### config.mk
export PLATFORM = sky130hd
export DESIGN_NAME = command_line_tokenizer
export DESIGN_NICKNAME = d
export VERILOG_FILES = /design/src/design/clt_pkg.sv /design/src/design/command_line_tokenizer.sv /design/src/design/clt_line_edit.sv
export SDC_FILE = /design/constraint.sdc
export NUM_CORES = 1
export LEC_CHECK = 0
export BUFFER_PORTS_ARGS = -buffer_cell sky130_fd_sc_hd__clkbuf_2
export CORE_ASPECT_RATIO = 0.7
export CORE_MARGIN = 2
export CORE_UTILIZATION = 60
export CTS_BUF_LIST = sky130_fd_sc_hd__clkbuf_4 sky130_fd_sc_hd__clkbuf_8 sky130_fd_sc_hd__clkbuf_16
export CTS_CLUSTER_SIZE = 20
export DETAILED_ROUTE_END_ITERATION = 12
export PLACE_DENSITY_LB_ADDON = 0.12
export SKIP_CTS_REPAIR_TIMING = 1
export SYNTH_ARGS = -nofsm -noshare
export SYNTH_HDL_FRONTEND = slang
export SYNTH_SLANG_ARGS = --single-unit
### constraint.sdc
create_clock -name aclk -period 5.3 [get_ports aclk]
set_clock_uncertainty 0.05 [all_clocks]
set_input_delay 0.265 -clock aclk [delete_from_list [all_inputs] [get_ports aclk]]
set_output_delay 0.265 -clock aclk [all_outputs]
set_load 0.02 [all_outputs]
### src/design/clt_pkg.sv
`default_nettype none

package clt_pkg;

    localparam int LINE_CHARS = 64;
    localparam int MAX_FIELDS = 8;

    localparam int ADDR_W = $clog2(LINE_CHARS);
    localparam int CNT_W  = $clog2(LINE_CHARS + 1);
    localparam int FCNT_W = $clog2(MAX_FIELDS + 1);
    localparam int FIDX_W = (MAX_FIELDS > 1) ? $clog2(MAX_FIELDS) : 1;

    localparam int IDX_OUT_W   = 3;
    localparam int START_OUT_W = 6;
    localparam int TOTAL_OUT_W = 4;
    localparam int LEN_OUT_W   = 7;
    localparam int FIELDS_W    = IDX_OUT_W + START_OUT_W + TOTAL_OUT_W + LEN_OUT_W;
    localparam int DATA_W      = ((FIELDS_W + 7) / 8) * 8;

    localparam logic [7:0] CH_CR    = 8'd13;
    localparam logic [7:0] CH_BS    = 8'd8;
    localparam logic [7:0] CH_DEL   = 8'd127;
    localparam logic [7:0] CH_SPACE = 8'd32;
    localparam logic [7:0] CH_UA    = 8'h41;
    localparam logic [7:0] CH_UZ    = 8'h5A;
    localparam logic [6:0] CH_LA    = 7'h61;
    localparam logic [6:0] CH_LZ    = 7'h7A;
    localparam logic [6:0] CH_D0    = 7'h30;
    localparam logic [6:0] CH_D9    = 7'h39;
    localparam logic [6:0] CH_COMMA = 7'h2C;
    localparam logic [6:0] CH_DOT   = 7'h2E;
    localparam logic [6:0] CASE_BIT = 7'h20;

    typedef enum logic [1:0] {
        KIND_ALPHA   = 2'd0,
        KIND_NUMERIC = 2'd1,
        KIND_NONE    = 2'd2
    } kind_t;

    typedef enum logic [1:0] {
        S_IDLE,
        S_WALK,
        S_EMIT
    } state_t;

    typedef struct packed {
        logic              push;
        logic              clear;
        logic [ADDR_W-1:0] rd_addr;
    } edit_ctrl_t;

    typedef struct packed {
        logic [CNT_W-1:0] count;
        logic             full;
    } edit_stat_t;

endpackage

`default_nettype wire

### src/design/command_line_tokenizer.sv
// Line editor with field tokenizer.
// s_ channel: one received byte per request in s_tdata[7:0]. Printable codes
// are stored (capitals lowered), backspace drops the last character, other
// codes are ignored. s_tready stays high between lines, so edit bytes can
// follow back to back.
// A carriage return, or any byte while the line is full, ends the line.
// The block then walks the stored line through the single read port of the
// line store, one character per cycle. It then emits one descriptor per
// field (up to 8 fields), one per cycle when m_tready is high, the last one with
// m_tlast. A line without fields gives one descriptor of kind "none".
// m_ channel: tdata = field_index, field_start, field_total, line_length;
// tuser = field_kind; tlast marks the final descriptor.
// s_tready is low from the line end until the last descriptor is loaded
// into the output register; a stalled receiver holds the walk results.
// Reset (aresetn low, synchronous) empties the line and drops any pending
// descriptor. The store itself needs no clearing pass.
`default_nettype none

module command_line_tokenizer
    import clt_pkg::*;
(
    input  wire logic              aclk,
    input  wire logic              aresetn,
    input  wire logic              s_tvalid,
    output logic                   s_tready,
    input  wire logic [7:0]        s_tdata,   // [7:0] rx_byte
    output logic                   m_tvalid,
    input  wire logic              m_tready,
    output logic [DATA_W-1:0]      m_tdata,   // [2:0] field_index, [8:3] field_start,
                                              // [12:9] field_total, [19:13] line_length
    output logic [1:0]             m_tuser,   // [1:0] field_kind
    output logic                   m_tlast
);

    edit_ctrl_t ctrl;
    edit_stat_t stat;
    logic [6:0] rd_data;

    clt_line_edit u_edit (
        .aclk    (aclk),
        .aresetn (aresetn),
        .ctrl    (ctrl),
        .rx_byte (s_tdata),
        .rd_data (rd_data),
        .stat    (stat)
    );

    state_t            state_reg, state_next;
    logic [CNT_W-1:0]  pos_reg, pos_next;
    logic              eval_valid_reg, eval_valid_next;
    logic [ADDR_W-1:0] eval_pos_reg, eval_pos_next;
    logic [FCNT_W-1:0] found_reg, found_next;
    logic              delim_reg, delim_next;
    logic [ADDR_W-1:0] starts_reg [MAX_FIELDS];
    logic [ADDR_W-1:0] starts_next [MAX_FIELDS];
    kind_t             kinds_reg [MAX_FIELDS];
    kind_t             kinds_next [MAX_FIELDS];
    logic [FCNT_W-1:0] emit_reg, emit_next;

    logic                   m_tvalid_reg, m_tvalid_next;
    logic [IDX_OUT_W-1:0]   o_idx_reg, o_idx_next;
    logic [START_OUT_W-1:0] o_start_reg, o_start_next;
    kind_t                  o_kind_reg, o_kind_next;
    logic [TOTAL_OUT_W-1:0] o_total_reg, o_total_next;
    logic [LEN_OUT_W-1:0]   o_len_reg, o_len_next;
    logic                   o_last_reg, o_last_next;

    logic accept, eol, issue, is_letter, is_num, desc_last;

    assign accept    = s_tvalid && s_tready;
    assign eol       = (s_tdata == CH_CR) || stat.full;
    assign is_letter = (rd_data >= CH_LA) && (rd_data <= CH_LZ);
    assign is_num    = ((rd_data >= CH_D0) && (rd_data <= CH_D9))
                       || (rd_data == CH_COMMA) || (rd_data == CH_DOT);
    assign issue     = (pos_reg < stat.count);
    assign desc_last = (found_reg == '0) || ((emit_reg + 1'b1) == found_reg);

    always_comb begin
        state_next      = state_reg;
        pos_next        = pos_reg;
        eval_valid_next = 1'b0;
        eval_pos_next   = eval_pos_reg;
        found_next      = found_reg;
        delim_next      = delim_reg;
        starts_next     = starts_reg;
        kinds_next      = kinds_reg;
        emit_next       = emit_reg;
        m_tvalid_next   = m_tvalid_reg && !m_tready;
        o_idx_next      = o_idx_reg;
        o_start_next    = o_start_reg;
        o_kind_next     = o_kind_reg;
        o_total_next    = o_total_reg;
        o_len_next      = o_len_reg;
        o_last_next     = o_last_reg;
        s_tready        = 1'b0;
        ctrl.push       = 1'b0;
        ctrl.clear      = 1'b0;
        ctrl.rd_addr    = pos_reg[ADDR_W-1:0];

        unique case (state_reg)
            S_IDLE: begin
                s_tready  = 1'b1;
                ctrl.push = accept && !eol;
                if (accept && eol) begin
                    state_next = S_WALK;
                    pos_next   = '0;
                    found_next = '0;
                    delim_next = 1'b1;
                end
            end
            S_WALK: begin
                eval_valid_next = issue;
                eval_pos_next   = pos_reg[ADDR_W-1:0];
                if (issue) begin
                    pos_next = pos_reg + 1'b1;
                end
                if (eval_valid_reg) begin
                    if (is_letter || is_num) begin
                        if (delim_reg && (found_reg < FCNT_W'(MAX_FIELDS))) begin
                            starts_next[found_reg[FIDX_W-1:0]] = eval_pos_reg;
                            kinds_next[found_reg[FIDX_W-1:0]]  =
                                is_letter ? KIND_ALPHA : KIND_NUMERIC;
                            found_next = found_reg + 1'b1;
                        end
                        delim_next = 1'b0;
                    end else begin
                        delim_next = 1'b1;
                    end
                end
                if (!issue && !eval_valid_reg) begin
                    state_next = S_EMIT;
                    emit_next  = '0;
                end
            end
            S_EMIT: begin
                if (!m_tvalid_reg || m_tready) begin
                    m_tvalid_next = 1'b1;
                    o_len_next    = LEN_OUT_W'(stat.count);
                    o_last_next   = desc_last;
                    if (found_reg == '0) begin
                        o_idx_next   = '0;
                        o_start_next = '0;
                        o_kind_next  = KIND_NONE;
                        o_total_next = '0;
                    end else begin
                        o_idx_next   = IDX_OUT_W'(emit_reg);
                        o_start_next = START_OUT_W'(starts_reg[emit_reg[FIDX_W-1:0]]);
                        o_kind_next  = kinds_reg[emit_reg[FIDX_W-1:0]];
                        o_total_next = TOTAL_OUT_W'(found_reg);
                    end
                    if (desc_last) begin
                        ctrl.clear = 1'b1;
                        state_next = S_IDLE;
                    end else begin
                        emit_next = emit_reg + 1'b1;
                    end
                end
            end
            default: begin
                state_next = S_IDLE;
            end
        endcase
    end

    always_ff @(posedge aclk) begin
        if (!aresetn) begin
            state_reg      <= S_IDLE;
            eval_valid_reg <= 1'b0;
            m_tvalid_reg   <= 1'b0;
        end else begin
            state_reg      <= state_next;
            eval_valid_reg <= eval_valid_next;
            m_tvalid_reg   <= m_tvalid_next;
        end
    end

    always_ff @(posedge aclk) begin
        pos_reg      <= pos_next;
        eval_pos_reg <= eval_pos_next;
        found_reg    <= found_next;
        delim_reg    <= delim_next;
        starts_reg   <= starts_next;
        kinds_reg    <= kinds_next;
        emit_reg     <= emit_next;
        o_idx_reg    <= o_idx_next;
        o_start_reg  <= o_start_next;
        o_kind_reg   <= o_kind_next;
        o_total_reg  <= o_total_next;
        o_len_reg    <= o_len_next;
        o_last_reg   <= o_last_next;
    end

    assign m_tvalid = m_tvalid_reg;
    assign m_tdata  = {(DATA_W - FIELDS_W)'(0), o_len_reg, o_total_reg, o_start_reg, o_idx_reg};
    assign m_tuser  = o_kind_reg;
    assign m_tlast  = o_last_reg;

endmodule

`default_nettype wire

### src/design/clt_line_edit.sv
`default_nettype none

module clt_line_edit
    import clt_pkg::*;
(
    input  wire logic       aclk,
    input  wire logic       aresetn,
    input  wire edit_ctrl_t ctrl,
    input  wire logic [7:0] rx_byte,
    output logic [6:0]      rd_data,
    output edit_stat_t      stat
);

    logic [6:0]       mem [LINE_CHARS];
    logic [6:0]       rd_data_reg;
    logic [CNT_W-1:0] count_reg, count_next;
    logic             wr_en;
    logic [6:0]       wr_char;
    logic             full;

    assign full = (count_reg == CNT_W'(LINE_CHARS));

    always_comb begin
        count_next = count_reg;
        wr_en      = 1'b0;
        wr_char    = rx_byte[6:0];
        if ((rx_byte >= CH_UA) && (rx_byte <= CH_UZ)) begin
            wr_char = rx_byte[6:0] | CASE_BIT;
        end
        if (ctrl.clear) begin
            count_next = '0;
        end else if (ctrl.push && !full) begin
            if ((rx_byte == CH_BS) || (rx_byte == CH_DEL)) begin
                if (count_reg != '0) begin
                    count_next = count_reg - 1'b1;
                end
            end else if ((rx_byte >= CH_SPACE) && (rx_byte < CH_DEL)) begin
                wr_en      = 1'b1;
                count_next = count_reg + 1'b1;
            end
        end
    end

    always_ff @(posedge aclk) begin
        if (!aresetn) begin
            count_reg <= '0;
        end else begin
            count_reg <= count_next;
        end
    end

    always_ff @(posedge aclk) begin
        if (wr_en) begin
            mem[count_reg[ADDR_W-1:0]] <= wr_char;
        end
        rd_data_reg <= mem[ctrl.rd_addr];
    end

    assign rd_data    = rd_data_reg;
    assign stat.count = count_reg;
    assign stat.full  = full;

endmodule

`default_nettype wire

Word level (Yosys, flattened, before mapping)
Memory sizes are Yosys's and may differ from the RTL's. A register that Yosys moved wholly into a read port is not among the register bits.
Index checks and enable logic that the tools add are counted.
- eq/ne operators: 19
- reductions and logical operators: 41
- multiplexer cells: 51
- add/sub/neg operators: 5
- bitwise operators: 3
- magnitude comparators: 13
- operator list (kind ; number):
    $bwmux W48 ; 1
    $mux W7 ; 5
    $mux W4 ; 7
    $mux W6 ; 4
    $ne A2 B2 Y1 const B ; 10
    $bmux W6 S3 ; 1
    $demux W6 S3 ; 1
    $mux W1 ; 17
    $bwmux W16 ; 1
    $eq A8 B4 Y1 const B ; 2
    $pmux W4 S2 ; 2
    $add A7 B1 Y7 const B ; 2
    $eq A7 B6 Y1 const B ; 2
    $mux W2 ; 7
    $pmux W7 S2 ; 1
    $logic_and A1 B1 Y1 ; 12
    $reduce_and A4 Y1 ; 3
    $reduce_and A3 Y1 ; 3
    $add A4 B1 Y4 const B ; 2
    $eq A8 B7 Y1 const B ; 1
    $ge A4 B4 Y1 const B ; 2
    $ge A8 B6 Y1 const B ; 1
    $ge A8 B7 Y1 const B ; 1
    $le A8 B7 Y1 const B ; 1
    28 further kinds ; 43
- memories: 1
- memory bits (writable): 448
- logic and storage cells: 164
- input port bits: 12
- register bits: 120
- memories (memory ; words ; bits a word ; read ports ; clocked after memory_dff ; wr ports ; RTL line ; RTL):
    u_edit.mem ; 64 ; 7 ; 1 ; 1 ; 1 ; clt_line_edit.sv:14 ; logic [6:0] mem [LINE_CHARS];

Depth between registers and ports, before layout
Gate-level depths: netlist of the first run.
- word-level depth: 10
- depth in mapped cells: 9

Hierarchy
From an unflattened synthesis of the first run, not the netlist that was laid out.
- cell total of the unflattened synthesis: 1253
- area total of the unflattened synthesis: 23094.6 um^2
- by module, submodules not included (module ; area each (um^2) ; instances ; cells each ; seq. area each (um^2)):
    clt_line_edit ; 18621.6 ; 1 ; 977 ; 13733.2
    command_line_tokenizer ; 4473.0 ; 1 ; 276 ; 3113.0

Worst setup path after synthesis of the first run
OpenSTA, ideal clock, no wires.
- kind: in2reg
- start point: input s_tdata[5]
- end point: register u_edit.count_reg[6]
- path slack: 2700 ps
- arrival time: 2429 ps
- library setup time: 121 ps
- path buffers: 0
- cell stages on the path: 9
- required time: 5129 ps
- cells stage by stage: nor4b_1 > a2bb2oi_1 > inv_1 > ha_1 > a211oi_1 > o21ai_0 > a21o_1 > a211oi_1 > mux2_2
- longest elaborated chain between the ends: 7
- RTL lines (item ; RTL line ; RTL):
    start: declaration ; command_line_tokenizer.sv:26 ; input wire logic [7:0] s_tdata,
    branches (longest 7 deep; another with $ge A8 B6 Y1) ; - ;
    end signal: assignment ; clt_line_edit.sv:48 ; count_reg <= count_next;
    end: declaration ; clt_line_edit.sv:16 ; logic [CNT_W-1:0] count_reg, count_next;
Several ways; the timed one is not identified.
A chain may end at the register's enable or synchronous reset.

Worst setup path in the final report of the first run
- start point: register u_edit.count_reg[0]
- end point: memory u_edit.mem[59][5], enable pin
- longest elaborated chain between the ends: 10
- RTL lines (item ; RTL line ; RTL):
    $eq A7 B7 Y1 ; clt_line_edit.sv:21 ; assign full = (count_reg == CNT_W'(LINE_CHARS));
    $logic_or A1 B1 Y1 ; command_line_tokenizer.sv:71 ; assign eol = (s_tdata == CH_CR) || stat.full;
    $logic_not A1 Y1 ; command_line_tokenizer.sv:103 ; ctrl.push = accept && !eol;
    $logic_and A1 B1 Y1 ; command_line_tokenizer.sv:103 ;
    $mux W1 ; command_line_tokenizer.sv:100 ; unique case (state_reg)
    $logic_and A1 B1 Y1 ; clt_line_edit.sv:32 ; end else if (ctrl.push && !full) begin
    $mux W1 ; clt_line_edit.sv:32 ;
    $mux W1 ; clt_line_edit.sv:30 ; if (ctrl.clear) begin
    $mux W1 ; clt_line_edit.sv:53 ; if (wr_en) begin
    $mux W1 (not written as such) ; clt_line_edit.sv:54 ; mem[count_reg[ADDR_W-1:0]] <= wr_char;
    end: declaration ; clt_line_edit.sv:14 ;
Parallel ways exist; a longest one is shown, timed or not.

==> results of run 1 <==
[through the flow]
step	instances	power, W	hold slack [ns]	area (um^2)	util
global placement	1687	0.00513	0.475	23400	0.629
detailed placement	1687	0.00514	0.484	23400	0.629
CTS	1781	0.00888	-0.0640	25200	0.675
floorplan	1195	0.00505	0.314	22800	-
global route	1782	0.00909	0.0424	25200	0.675
finish	1782	0.00885	0.0357	25200	0.675
[cell usage after synthesis, drive strengths merged, types with 10 or more instances]
cell type    n  area, um^2
nor2b       10        62.6
mux2i       32         320
a22oi       11        82.6
nand2b      11        68.8
a211oi      14         105
nor2       101         384
mux4       118        2670
ha          15         188
buf         37         290
o22ai       10        62.6
dfxtp       18         360
edfxtp     549       16500
inv         18        67.6
or3         12        75.1
clkbuf      25         114
a21oi       19        95.1
and2        12        75.1
o21ai       15        75.1
nand3       20         100
nor3        12        60.1
nand2       21        78.8
[worst min-delay path, cell delays in order]
cell	delay [ns]
sky130_fd_sc_hd__clkbuf_2	0.08
sky130_fd_sc_hd__nor2b_1	0.09
sky130_fd_sc_hd__o21a_1	0.18
[metal layers]
layer / track usage / share of wire
met5: 0 / 0.00023
met2: 0.384 / 0.44
met3: 0.0761 / 0.11
met1: 0.425 / 0.43
met4: 0.0460 / 0.014
[cell type report]
cell class	instances	area share
multi-input cells	547	0.217
flip-flops and latches	567	0.669
clock buffers	63	0.0557
repair buffers	67	0.0180
inverters	19	0.00283
well taps	488	0.0242
clock inverters	31	0.0131
[cell families after synthesis]
| logic type | synth area share |
|---|---|
| buf+inv | 0.0209 |
| mux | 0.134 |
| compound gates | 0.0389 |
| simple gates | 0.0511 |
| flops | 0.740 |
| xor+xnor | 0.00577 |
| other cells | 0.000165 |
| fa+ha+maj | 0.00912 |
[where the power goes]
group	internal [W]	total (W)	leakage (nW)	switching, W
clock network	0.00222	0.00381	0.870	0.00159
registers	0.00491	0.00491	5.10	0.00000582
logic	0.0000229	0.000126	1.91	0.000103
[worst min path at each step]
stage / to / slack (ns) / depth (start not counted)
floorplan: u_edit.mem[0][0] / 0.31 / 0
global placement: state_reg[1] / 0.47 / 2
detailed placement: o_len_reg[6] / 0.48 / 0
CTS: m_tvalid / -0.06 / 2
global route: m_tvalid / 0.04 / 3
finish: m_tvalid / 0.04 / 3
==> run_results.csv, run 1 <==
group,metric,value,unit
sta,report.final.setup_viol,0,
critical_path,cp_max_fo,15,
critical_path,crit_slowest_cell,"sky130_fd_sc_hd__nor2_1",
finish,antenna_cells_inserted,0,
critical_path,worst_path_largest_cell_delay,0.77,ns
route,drc_errors,0,
die,floorplan.die_area,39600,um^2
pwr,power.density_cell_area,351,nW/um^2
route,num_vias,11800,
synthesis,async_flop_share,0,
synthesis,netlist_instances,1192,
sta,final_critical_path_setup_slack,1.67,ns
pwr,leakage_power_figure,7.89,nW
synthesis,ys_ff_latch,567,
route,detail-route-antenna-nets,0,
critical_path,cell_depth_of_the_worst_flop_to_flop_path,5,
route,drt_pass1_iterations,6,
finish,area_of_the_multi_input_gates,5470,um^2
sta,grt_setup_unrepaired,"no",
die,row_count,59,
synthesis,synth_area,22800,um^2
synthesis,synth-edff-count,549,
critical_path,timing.critical_path.depth,5,
sta,finalHoldViolations,0,
run,timing.max_cap.violations,0,
clocking,root_buffer,"sky130_fd_sc_hd__clkbuf_16",
global_route,globalRouteOverflowTotal,0,
synthesis,synth-seq-area-share,0.740,
finish,final.fill_count,2374,
synthesis,synth.lib_cells_used.distinct,72,
finish,areaGrowthSynthToFinish,10.6,%
placed_design,routabilityCongestion,0.850,
global_route,first_global_vias,11400,
clocking,clock_tree.htree_level_count,2,
pwr,vdd_ir_drop_max,0.323,mV
die,effective_utilization_at_floorplan,0.611,
critical_path,worstSetupPathType,"reg -> reg",
global_route,grt_usage,0.269,
sta,maxSlewViolCount,0,
critical_path,startpoint_type,"register",
clocking,tritoncts_clock_tree,"done",
finish,largest_register_ffs,448,
sta,post-route-min-period,3.63,ns
status,outcome,"finished, final reports clean",
route,drt_iter0_markers,1499,
hold_path,hold_path_class,"in -> reg",
critical_path,timing.rr.start,"u_edit.count_reg[0]",
synthesis,synthFlopType,"sky130_fd_sc_hd__edfxtp_1",
global_route,antenna_violations_before_repair,1,
hold_path,holdCritStartpoint,"m_tready",
clocking,clk_pin_slew,0.07,ns
route,via_to_cell_ratio,6.60,
die,fp.coreArea,37300,um^2
sta,max_freq,276,MHz
route,detail_route.wl_per_cell,29.1,um
critical_path,critPathRequiredTime,5.45,ns
global_route,grt_max_degree,65,
critical_path,timing.critical_path.buf_inv,0,
die,io_pins,41,
critical_path,worst_setup_path_end_kind,"register",
global_route,grt_pass1_wl,76500,um
critical_path,path_delay_family,"simple AND/OR/NAND/NOR gates",
synthesis,syn-mean-instance-area,19.1,um^2
finish,final_nets,1281,
sta,setup_total_negative_slack,0,ns
route,detail_route.wirelength,51900,um
synthesis,syn_warnings,0,
clocking,maximum_number_of_buffers_from_clock_root_to_sink,3,
finish,mostFrequentLayoutCell,"sky130_fd_sc_hd__edfxtp_1",
sta,worst-slew-pin-transition,1.03,ns
critical_path,worst-r2r-setup-slack,1.67,ns
clocking,clkSinkCount,567,
critical_path,critical_path_arrival,3.78,ns
placed_design,port_buffers,36,
finish,final-seq-area,16800,um^2
clocking,clkLatencyLatePin,0.58,ns
critical_path,startpoint,"u_edit.count_reg[0]",
critical_path,worstSetupEndpoint,"u_edit.mem[59][5]",
critical_path,crit_path_cell_trace,"nor3_1, a32oi_2, nor4b_1, nand3_1, nor2_1",
finish,layout_common_cells,"sky130_fd_sc_hd__edfxtp_1, sky130_fd_sc_hd__mux4_2, sky130_fd_sc_hd__nor2_1, sky130_fd_sc_hd__clkbuf_16, sky130_fd_sc_hd__clkbuf_2",
placed_design,place.detailed.hpwl,32700,um
clocking,cts_buffers,51,
placed_design,placement.setup.worst_slack,1.66,ns
critical_path,reg2reg_to,"u_edit.mem[59][5]",
die,die_w,237,um
sta,final_min_period_over_clock_period,0.685,
finish,final_layout_size_suffix_gt1_frac,0.219,
sta,maxSlewHeadroom,0.309,
die,floorplan.die.height,167,um
No activity file was read; power rests on OpenSTA's default activity.
==> run 2, diff against run 1 <==
- CORE_UTILIZATION: 60 -> 56
- clock period: 5.3 -> 3.1 ns (I/O delays scaled with it)
==> run_results.csv, run 2 (synthesis gave the netlist of run 1 again) <==
group,metric,value,unit
status,outcome,"finished, final reports clean",
route,drt-met1-wl,22900,um
die,floorplan.die.height,173,um
run,timing.max_cap.violations,0,
hold_path,hold_path_class,"in -> reg",
finish,layout_common_cells,"sky130_fd_sc_hd__edfxtp_1, sky130_fd_sc_hd__mux4_2, sky130_fd_sc_hd__nor2_1, sky130_fd_sc_hd__buf_4, sky130_fd_sc_hd__clkbuf_16",
critical_path,worst_setup_path_end_kind,"register",
pwr,netSwitchingPower,0.00285,W
pwr,power_report.internal_total,0.0119,W
pwr,vdd_ir_drop_max,0.464,mV
sta,worst-slew-pin-transition,0.829,ns
pwr,power.share.combinational,0.015,
critical_path,worstSetupPathType,"in -> reg",
clocking,tritoncts_clock_tree,"done",
sta,report.final.setup_viol,0,
die,io_pins,41,
placed_design,port_buffers,36,
sta,maxSlewViolCount,0,
global_route,grt_max_degree,65,
finish,mostFrequentLayoutCell,"sky130_fd_sc_hd__edfxtp_1",
finish,largest_register_ffs,448,
route,met2_length,21600,um
route,met3RoutedLength,3970,um
die,row_count,61,
die,floorplan.die_area,42300,um^2
route,num_vias,11700,
route,via_to_cell_ratio,6.18,
placed_design,routabilityCongestion,0.827,
global_route,first_global_vias,11300,
die,effective_utilization_at_floorplan,0.571,
placed_design,placed_area,24000,um^2
clocking,clkSinkCount,567,
sta,setup_total_negative_slack,0,ns
clocking,clk_pin_slew,0.06,ns
placed_design,dp.cells,1795,
critical_path,cp_max_fo,10,
route,detail_route.wl_per_cell,26.1,um
clocking,cts_buffers,51,
clocking,maximum_number_of_buffers_from_clock_root_to_sink,3,
pwr,power.sequential.fraction,0.570,
sta,maxSlewHeadroom,0.445,
pwr,power.density_cell_area,573,nW/um^2
route,uppermost_signal_routing_layer_after_detailed_routing,"met4",
pwr,switching_power_share_of_the_total,0.194,
pwr,power.clock.fraction,0.414,
die,fp.coreArea,39900,um^2
die,die_w,245,um
critical_path,critical_path_arrival,2.97,ns
finish,final_design_area_no_fill,25700,um^2
clocking,clock_tree.htree_level_count,2,
pwr,design_power_total,0.0147,W
clocking,clkLatencyLatePin,0.57,ns
route,detail-route-antenna-nets,0,
pwr,leakage_power_figure,8.17,nW
critical_path,critPathRequiredTime,3.25,ns
global_route,antenna_violations_before_repair,1,
route,detail_route.wirelength,49300,um
finish,finish.cell_count_without_fillers,1891,
route,drt_pass1_iterations,5,
route,drt_iter0_markers,1154,
sta,max_freq,355,MHz
sta,post-route-min-period,2.82,ns
sta,grt_setup_unrepaired,"no",
route,drc_errors,0,
global_route,grt_usage,0.236,
finish,areaGrowthSynthToFinish,12.7,%
global_route,grt_pass1_wl,73700,um
finish,final_nets,1344,
sta,final_critical_path_setup_slack,0.284,ns
placed_design,place.detailed.hpwl,31700,um
global_route,globalRouteOverflowTotal,0,
critical_path,startpoint_type,"primary input",
sta,final_min_period_over_clock_period,0.908,
clocking,root_buffer,"sky130_fd_sc_hd__clkbuf_16",
sta,finalHoldViolations,0,
placed_design,placement.setup.worst_slack,0.231,ns
finish,final_layout_size_suffix_gt1_frac,0.253,
run 2: critical path, stage by stage:
cell and delay, ns:
sky130_fd_sc_hd__dlygate4sd3_1 0.53, sky130_fd_sc_hd__clkbuf_2 0.20, sky130_fd_sc_hd__buf_4 0.21, sky130_fd_sc_hd__nor4bb_1 0.13, sky130_fd_sc_hd__a32oi_2 0.21, sky130_fd_sc_hd__buf_4 0.16, sky130_fd_sc_hd__nor4b_1 0.23, sky130_fd_sc_hd__buf_4 0.18
sky130_fd_sc_hd__nand3b_1 0.08, sky130_fd_sc_hd__buf_4 0.21, sky130_fd_sc_hd__nor2_1 0.64
run 2: final cells by class:
type / count / area, um^2
multi-input combinational: 547 / 5470
timing repair buffer: 130 / 993
clock buffer: 63 / 1430
inverter: 19 / 71.3
clock inverter: 29 / 194
tap: 535 / 669
fill: 2735 / 14200
sequential: 567 / 16800
antenna: 1 / 2.50
run 2: worst paths after layout:
kind / start / depth (start not counted) / slack, ns / end
min: s_tdata[3] / 2 / 0.007 / u_edit.mem[8][3]
min reg2reg: state_reg[1] / 2 / 0.50 / state_reg[1]
max: s_tdata[0] / 11 / 0.28 / u_edit.mem[50][0]
max reg2reg: pos_reg[0] / 6 / 0.45 / u_edit.rd_data[1]
run 2: metrics by stage:
step / utilization / hold slack [ns]
finish: 0.643 / 0.00724
global placement: 0.602 / 0.412
CTS: 0.642 / -0.188
global route: 0.643 / 0.0119
detailed placement: 0.602 / 0.414
floorplan: - / 0.204
run 2: power by group through the flow:
stage | Sequential, W | Combinational [W] | Clock, W
after floorplan | 0.00856 | 0.0000705 | 0
after global placement | 0.00856 | 0.000216 | 0
after detailed placement | 0.00856 | 0.000224 | 0
after CTS | 0.00839 | 0.000223 | 0.00622
after global routing | 0.00839 | 0.000245 | 0.00650
final | 0.00839 | 0.000225 | 0.00610
run 2: per-layer routing:
layer,vias up,track usage
li1,5103,-
met1,6073,0.388
met2,455,0.332
met3,63,0.0455
met4,0,0.0511
met5,-,0
